$ cat config.mk
export PLATFORM = sky130hd
export DESIGN_NAME = timer_expiry_queue_top
export DESIGN_NICKNAME = d
export VERILOG_FILES = /design/src/design/teq_pkg.sv /design/src/design/timer_expiry_queue_top.sv
export VERILOG_INCLUDE_DIRS = /design/src /design/src/design
export SDC_FILE = /design/constraint.sdc
export NUM_CORES = 2
export LEC_CHECK = 0
export BUFFER_PORTS_ARGS = -buffer_cell sky130_fd_sc_hd__buf_2
export CAP_MARGIN = 20
export CORE_MARGIN = 2
export CORE_UTILIZATION = 60
export DETAILED_ROUTE_END_ITERATION = 16
export PLACE_DENSITY_LB_ADDON = 0.25
export SLEW_MARGIN = 15
export SYNTH_ARGS = -nofsm -noshare
export SYNTH_HDL_FRONTEND = slang
export SYNTH_SLANG_ARGS = --single-unit
$ cat constraint.sdc
create_clock -name clk_i -period 26.9 [get_ports clk_i]
set_clock_uncertainty 0.1 [all_clocks]
set_input_delay 8.07 -clock clk_i [delete_from_list [all_inputs] [get_ports clk_i]]
set_output_delay 8.07 -clock clk_i [all_outputs]
set_load 0.005 [all_outputs]
$ cat src/design/assert_macros.svh
// Assertion macros shared by the timer expiry queue design.
`ifndef ASSERT_MACROS_SVH
`define ASSERT_MACROS_SVH
`ifndef SYNTHESIS
`define TEQ_ASSERT(lbl, prop) \
  lbl: assert property (@(posedge clk_i) disable iff (!rst_ni) prop) \
    else $error("assertion failed");
`define TEQ_ASSERT_MSG(lbl, prop, msg) \
  lbl: assert property (@(posedge clk_i) disable iff (!rst_ni) prop) \
    else $error(msg);
`else
`define TEQ_ASSERT(lbl, prop)
`define TEQ_ASSERT_MSG(lbl, prop, msg)
`endif
`endif

$ cat src/design/teq_pkg.sv
// Types and constants of the timer expiry queue.
package teq_pkg;
  localparam int DefCapacity = 16;
  localparam int TimeBits    = 48;
  localparam int TagBits     = 32;
  localparam int DelayBits   = 32;
  localparam int CountBits   = 5;

  localparam logic [1:0] OpAdd    = 2'd0;
  localparam logic [1:0] OpCancel = 2'd1;
  localparam logic [1:0] OpCheck  = 2'd2;

  typedef struct packed {
    logic [1:0]           operation;
    logic [TimeBits-1:0]  now_time;
    logic [DelayBits-1:0] delay;
    logic [TagBits-1:0]   cancel_id;
    logic [TimeBits-1:0]  cancel_expiry;
  } teq_req_t;

  typedef struct packed {
    logic                 op_ok;
    logic [TagBits-1:0]   timer_tag;
    logic [TimeBits-1:0]  expiry_out;
    logic                 queue_empty;
    logic [TimeBits-1:0]  wait_ticks;
    logic [CountBits-1:0] pending_count;
  } teq_res_t;
endpackage

$ cat src/design/timer_expiry_queue_top.sv
// Top level of the timer expiry queue: memory-held timers scanned per operation.
//
//  Channel  | Direction | Handshake            | Beat
//  ---------+-----------+----------------------+---------------------------
//  request  | in        | start_i while !busy_o | teq_req_t on req_i
//  result   | out       | done_o, one cycle    | teq_res_t on res_o
//
// After the accepting edge busy_o stays high through ST_SCAN1, ST_APPLY,
// ST_SCAN2 and ST_DONE, the last of which carries the result beat on done_o.
// Each of the two scans walks the entry memory one entry per cycle, with the
// synchronous read registered ahead of the compare. The first finds a match,
// a free slot and the earliest timer, ST_APPLY then applies the update, and
// the second finds the new earliest timer. The next beat can be accepted in
// the cycle after the result, so a new operation starts only after the last
// is done. Reset clears the valid bits, the count and the tag counter; no
// clearing pass is needed. The receiver cannot stall the result beat.
`include "assert_macros.svh"
module timer_expiry_queue_top
  import teq_pkg::*;
#(
  parameter int CAPACITY = DefCapacity
) (
  input  logic     clk_i,
  input  logic     rst_ni,
  input  logic     start_i,
  input  teq_req_t req_i,
  output logic     busy_o,
  output logic     done_o,
  output teq_res_t res_o
);
  localparam int IdxW = $clog2(CAPACITY);
  localparam int CntW = $clog2(CAPACITY + 1);

  typedef enum logic [4:0] {
    ST_IDLE  = 5'b00001,
    ST_SCAN1 = 5'b00010,
    ST_APPLY = 5'b00100,
    ST_SCAN2 = 5'b01000,
    ST_DONE  = 5'b10000
  } state_e;

  state_e state_q, state_d;

  // Entry memories, synchronous read.
  logic [TimeBits-1:0] exp_mem [CAPACITY];
  logic [TagBits-1:0]  tag_mem [CAPACITY];
  logic [TimeBits-1:0] rd_exp_q;
  logic [TagBits-1:0]  rd_tag_q;
  logic [IdxW-1:0]     raddr;
  logic                we;
  logic [IdxW-1:0]     waddr;

  logic [CAPACITY-1:0] valid_q, valid_d;
  logic [CntW-1:0]     count_q, count_d;
  logic [TagBits-1:0]  tag_ctr_q, tag_ctr_d;
  logic [CntW-1:0]     cnt_q, cnt_d;

  // Captured request and search key.
  logic [1:0]          op_q;
  logic [TimeBits-1:0] now_q;
  logic [TimeBits-1:0] key_e_q;
  logic [TagBits-1:0]  key_t_q;

  // Scan trackers.
  logic                found_q, found_d;
  logic [IdxW-1:0]     found_idx_q, found_idx_d;
  logic                free_ok_q, free_ok_d;
  logic [IdxW-1:0]     free_idx_q, free_idx_d;
  logic                best_v_q, best_v_d;
  logic [TimeBits-1:0] best_e_q, best_e_d;
  logic [TagBits-1:0]  best_t_q, best_t_d;
  logic [IdxW-1:0]     best_idx_q, best_idx_d;

  // Result registers.
  logic                ok_q, ok_d;
  logic [TagBits-1:0]  rtag_q, rtag_d;
  logic [TimeBits-1:0] rexp_q, rexp_d;

  logic [TimeBits:0]   sum_full;
  logic [TimeBits-1:0] sum_sat;
  logic [CntW-1:0]     pcnt;
  logic [IdxW-1:0]     pidx;
  logic                scanning, ent_v, earlier;

  assign sum_full = {1'b0, req_i.now_time} + {{(TimeBits + 1 - DelayBits){1'b0}}, req_i.delay};
  assign sum_sat  = sum_full[TimeBits] ? {TimeBits{1'b1}} : sum_full[TimeBits-1:0];

  assign raddr    = cnt_q[IdxW-1:0];
  assign pcnt     = cnt_q - CntW'(1);
  assign pidx     = pcnt[IdxW-1:0];
  assign scanning = (state_q == ST_SCAN1) || (state_q == ST_SCAN2);
  assign ent_v    = valid_q[pidx];
  assign earlier  = (rd_exp_q < best_e_q) || ((rd_exp_q == best_e_q) && (rd_tag_q < best_t_q));

  always_ff @(posedge clk_i) begin
    if (we) begin
      exp_mem[waddr] <= key_e_q;
      tag_mem[waddr] <= key_t_q;
    end
    rd_exp_q <= exp_mem[raddr];
    rd_tag_q <= tag_mem[raddr];
  end

  always_comb begin
    state_d     = state_q;
    valid_d     = valid_q;
    count_d     = count_q;
    tag_ctr_d   = tag_ctr_q;
    cnt_d       = cnt_q;
    found_d     = found_q;
    found_idx_d = found_idx_q;
    free_ok_d   = free_ok_q;
    free_idx_d  = free_idx_q;
    best_v_d    = best_v_q;
    best_e_d    = best_e_q;
    best_t_d    = best_t_q;
    best_idx_d  = best_idx_q;
    ok_d        = ok_q;
    rtag_d      = rtag_q;
    rexp_d      = rexp_q;
    we          = 1'b0;
    waddr       = free_idx_q;

    // One memory entry is examined per cycle during a scan.
    if (scanning && (cnt_q != '0)) begin
      if (!ent_v && !free_ok_q) begin
        free_ok_d  = 1'b1;
        free_idx_d = pidx;
      end
      if (ent_v && !found_q && (rd_tag_q == key_t_q) && (rd_exp_q == key_e_q)) begin
        found_d     = 1'b1;
        found_idx_d = pidx;
      end
      if (ent_v && (!best_v_q || earlier)) begin
        best_v_d   = 1'b1;
        best_e_d   = rd_exp_q;
        best_t_d   = rd_tag_q;
        best_idx_d = pidx;
      end
    end

    unique case (state_q)
      ST_IDLE: begin
        cnt_d = '0;
        if (start_i) begin
          state_d   = ST_SCAN1;
          found_d   = 1'b0;
          free_ok_d = 1'b0;
          best_v_d  = 1'b0;
          if (req_i.operation == OpAdd) begin
            tag_ctr_d = tag_ctr_q + TagBits'(1);
          end
        end
      end
      ST_SCAN1, ST_SCAN2: begin
        if (cnt_q == CntW'(CAPACITY)) begin
          cnt_d   = '0;
          state_d = (state_q == ST_SCAN1) ? ST_APPLY : ST_DONE;
        end else begin
          cnt_d = cnt_q + CntW'(1);
        end
      end
      ST_APPLY: begin
        state_d  = ST_SCAN2;
        best_v_d = 1'b0;
        ok_d     = 1'b0;
        rtag_d   = '0;
        rexp_d   = '0;
        priority if (op_q == OpAdd) begin
          rtag_d = key_t_q;
          rexp_d = key_e_q;
          if ((count_q < CntW'(CAPACITY)) && !found_q && free_ok_q) begin
            we                 = 1'b1;
            valid_d[free_idx_q] = 1'b1;
            count_d            = count_q + CntW'(1);
            ok_d               = 1'b1;
          end
        end else if (op_q == OpCancel) begin
          if (found_q) begin
            valid_d[found_idx_q] = 1'b0;
            count_d              = count_q - CntW'(1);
            ok_d                 = 1'b1;
          end
        end else if (op_q == OpCheck) begin
          if (best_v_q && (best_e_q <= now_q)) begin
            valid_d[best_idx_q] = 1'b0;
            count_d             = count_q - CntW'(1);
            ok_d                = 1'b1;
            rtag_d              = best_t_q;
            rexp_d              = best_e_q;
          end
        end else begin
          ok_d = 1'b0;
        end
      end
      ST_DONE: begin
        state_d = ST_IDLE;
      end
      default: begin
        state_d = ST_IDLE;
      end
    endcase
  end

  always_ff @(posedge clk_i or negedge rst_ni) begin
    if (!rst_ni) begin
      state_q   <= ST_IDLE;
      valid_q   <= '0;
      count_q   <= '0;
      tag_ctr_q <= '0;
      cnt_q     <= '0;
    end else begin
      state_q   <= state_d;
      valid_q   <= valid_d;
      count_q   <= count_d;
      tag_ctr_q <= tag_ctr_d;
      cnt_q     <= cnt_d;
    end
  end

  always_ff @(posedge clk_i) begin
    if ((state_q == ST_IDLE) && start_i) begin
      op_q  <= req_i.operation;
      now_q <= req_i.now_time;
      if (req_i.operation == OpAdd) begin
        key_e_q <= sum_sat;
        key_t_q <= tag_ctr_q + TagBits'(1);
      end else begin
        key_e_q <= req_i.cancel_expiry;
        key_t_q <= req_i.cancel_id;
      end
    end
    found_q     <= found_d;
    found_idx_q <= found_idx_d;
    free_ok_q   <= free_ok_d;
    free_idx_q  <= free_idx_d;
    best_v_q    <= best_v_d;
    best_e_q    <= best_e_d;
    best_t_q    <= best_t_d;
    best_idx_q  <= best_idx_d;
    ok_q        <= ok_d;
    rtag_q      <= rtag_d;
    rexp_q      <= rexp_d;
  end

  // The result beat: op_ok, tag and expiry come from the apply step, queue_empty and wait_ticks from the second scan.
  assign busy_o = (state_q != ST_IDLE);
  assign done_o = (state_q == ST_DONE);
  always_comb begin
    res_o.op_ok         = ok_q;
    res_o.timer_tag     = rtag_q;
    res_o.expiry_out    = rexp_q;
    res_o.queue_empty   = !best_v_q;
    res_o.wait_ticks    = (best_v_q && (best_e_q > now_q)) ? (best_e_q - now_q) : '0;
    res_o.pending_count = CountBits'({{CountBits{1'b0}}, count_q});
  end

  `TEQ_ASSERT(a_count_matches_valid, $countones(valid_q) == count_q)
  `TEQ_ASSERT(a_count_bounded, count_q <= CntW'(CAPACITY))
  `TEQ_ASSERT_MSG(a_done_then_idle, done_o |=> !busy_o, "result beat not followed by idle")
  `TEQ_ASSERT_MSG(a_accept_busy, (start_i && !busy_o) |=> busy_o, "accepted beat did not start work")
endmodule
==> metrics <==
crit path from=best_e_q[0]; Flop pwr share=about half; critical-path maximum fanout=45; drt pass-1 iters=8; Setup Fix Bufs, Post-CTS=0; most frequent cell after synthesis=edfxtp_1; max frequency=between 70 and 80 MHz; total grt overflow=0; largest net degree at the start of global routing=between 80 and 90; Mapped Cells=just over 4,000; Synth Area in XOR/XNOR=2.55%; Initial Util=between 60% and 70%; clk sinks=approximately 1,700; power density over the cells=~85 nW/um^2; port bufs=around 300; drt drc=0; GPL Wtd Cong=~0.94; mapped cell area=between 70,000 and 80,000 um^2; Gate power share=15.4%; number of global-route vias before repair=40,600; Yosys reg bits=~1,700; Final min period=13.19 ns; Total GRT Usage=~32%; Yosys top cell area share=65.7%; crit share post-route=between 40% and 50%; synth unique cells=95; Die Height=approximately 350 um; Critical Setup Path Class=register to primary output; Hold Path Class=register to register; clock power share=between 30% and 40%; CP required=about 19 ns; synthesis-to-layout area growth=12.5%; fill count=7,721; core footprint=around 120,000 um^2; FFs w/ async S/R, synth=approximately 3.6%; Synth Flop Type=edfxtp_1; # hold bufs at CTS=0; WHS Path Cells=2; Worst Setup End Kind=primary output; mux cell area share after synthesis=about 13%; Cell Rows=around 130; CP most frequent cell=inv_1; Largest stage delay, worst path=0.73 ns; syn nets=about 4,400; # IOs=just over 300; area leader, netlist=edfxtp_1; adder-cell area share of the yosys netlist=roughly 3.0%; Finish-stage setup viols=0; Setup TNS=0 ns; slew of the pin with the lowest slew margin=~1.2 ns; CTS Root Cell=clkbuf_16; Max stage delay cell, worst path=nand2_2; RSZ-0062 raised after global routing=false; area share of and/or/nand/nor cells after synthesis=4.03%; Die W=351 um; Psw=between 1500 and 2000 uW; Post-DP HPWL=between 100,000 and 150,000 um; initial antenna violation count=11; Leak=approximately 0.028 uW; Num CTS Buffers=169; CTS tree=yes; DR vias=just over 40,000; complex-gate fraction of the synthesized area=between 5 and 6%; Synth Warn #=0; Internal=between 4000 and 5000 uW; Bufs on Longest Clock Path=3; Worst setup SP type=register; min-delay src=best_v_q; post-detailed-route wirelength per cell=~32 um; antenna-violating nets left=0; multi-input logic area=between 20,000 and 25,000 um^2; Vias/cell=between 6 and 7; Slew headroom=around a fifth; largest family of logic cells by synthesized area=multiplexers; fraction of layout cells with a size suffix above 1=a little under a quarter; reg-to-reg startpoint=rd_exp_q[32]; Synth area leaders=edfxtp_1 66%, mux4_2 13%, ha_1 2.9%, dfxtp_1 2.3%, dfrtp_1 2.1%; final net count=4,761; 1st-iter DRT viols=a little under 6,000; EDFF count, synth=1,583; Final Util=67.9%; MaxCap Viol Count=0; cells on worst reg2reg path=10; VDD IR max=roughly 0.000073 V; Slew Viols, Final=0; Post-synth top cells=1,583 x edfxtp_1, 404 x mux4_2, 189 x inv_1; critical-path cell list=inv_1 -> ha_1 -> inv_1 -> fa_1 -> nand3_1 -> a21oi_1 -> nor2_2 -> o221ai_2 -> a211oi_2 -> o221ai_1 -> and2_1 -> buf_4 -> nand2_2 -> nor3_1 -> buf_2; outcome=finished, final reports clean; Avg Inst Size Synth=between 15 and 20 um^2; post-synthesis sequential area ratio=a little over two thirds; register area=50,800 um^2; clk slew on worst S/H paths=around 0.06 ns; Crit path arrival time=between 5 and 6 ns; # H-tree levels=4; post-CTS sizing=0; Hold Vio Cnt, Final=0; first-pass GRT wire length=roughly 280,000 um; clk_lat worst skew=0.79 ns; sw frac=between 20% and 30%; Die Footprint=about 120,000 um^2; final WL=approximately 200,000 um
## final cells by class
class	instances	area share (%)
Antenna cell	4	0.0123
Clock buffer	222	5.69
Clock inverter	93	1.21
Inverter	189	0.881
Multi-Input combinational cell	1971	24.9
Sequential cell	1729	62.4
Tap cell	1612	2.48
Timing Repair Buffer	367	2.47
## worst max-delay path, delay by kind of cell, from the launching register on
family,cells,cell delay [ns]
and+or+nand+nor,5,1.56
AOI/OAI and AO/OA,4,1.10
adders and majority gates,2,0.57
buffers and inverters,4,0.56
DFF,1,0.43
## sequential cells by signal (all words and copies together) (netlist names), 16 cells and up
register,flops
rexp_q,48
tag_mem,512
key_e_q,48
now_q,48
rtag_q,32
key_t_q,32
valid_q,16
rd_exp_q,48
best_t_q,32
exp_mem,768
tag_ctr_q,32
best_e_q,48
rd_tag_q,32
## stage by stage
| step | power [uW] | hold WS (ns) | worst slack, ns | std cells | area (um^2) |
|---|---|---|---|---|---|
| 6_report | 6900 | 0.383 | 13.71 | 6187 | 81400 |
| 4_1_cts | 6900 | 0.381 | 13.70 | 6182 | 81400 |
| 3_3_place_gp | 4510 | 0.353 | 14.77 | 5867 | 75800 |
| 3_5_place_dp | 4520 | 0.366 | 14.59 | 5867 | 75800 |
| 5_1_grt | 7100 | 0.413 | 13.41 | 6183 | 81400 |
| 2_1_floorplan | 4080 | 0.337 | 14.43 | 4061 | 72300 |
## power by group through the flow
stage | sequential [uW] | combinational [uW] | clock (uW)
after floorplan | 3370 | 706 | 0
after global placement | 3480 | 1030 | 0
after detailed placement | 3490 | 1040 | 0
after CTS | 3430 | 1050 | 2410
after global routing | 3460 | 1130 | 2520
final | 3440 | 1060 | 2400
## metal layers
metal  track usage [%]  up-vias  part of all wire, %
met5                 0        -                0.035
met3              7.41      461                   11
met2              50.3     2554                   48
met4              13.7       10                  4.5
li1                  -    17000                    -
met1              43.8    21200                   37
## path summary, 6_finish.rpt
check,end,slack [ns]
min,best_v_q,0.38
min in group asynchronous,count_q[0],7.37
min reg2reg,best_v_q,0.38
max in group asynchronous,cnt_q[1],18.71
max,res_o[50],13.71
max reg2reg,best_t_q[9],21.07
## cells in the final DEF, fill, tap and decap left out, drive strengths merged, types with 16 or more instances in the layout
cell | netlist | routed
o21bai | 16 | 16
nand2 | 168 | 168
a31oi | 20 | 20
dfxtp | 83 | 83
a21o | 57 | 57
nor2 | 162 | 162
clkinv | 0 | 60
xnor2 | 90 | 90
xor2 | 121 | 121
inv | 189 | 198
a21oi | 143 | 143
nor3 | 36 | 36
buf | 59 | 367
a22o | 70 | 70
clkbuf | 113 | 222
ha | 166 | 166
nor2b | 26 | 26
nand4 | 58 | 58
o22a | 40 | 40
edfxtp | 1583 | 1583
o21a | 18 | 18
mux4 | 404 | 404
o21ai | 106 | 106
nand3 | 52 | 52
dfrtp | 62 | 62
nor4 | 25 | 25
and3 | 20 | 20
## cell families (layout without fill, tap and decap cells)
logic type,Yosys count,count (layout)
AOI/OAI and AO/OA,585,585
xor gates and xnor gates,211,211
adders and majority gates,169,169
buffers and inverters,361,871
DFF,1729,1729
muxes,408,408
other,0,4
and+or+nand+nor,598,598
(Power assumes the default switching activity.)
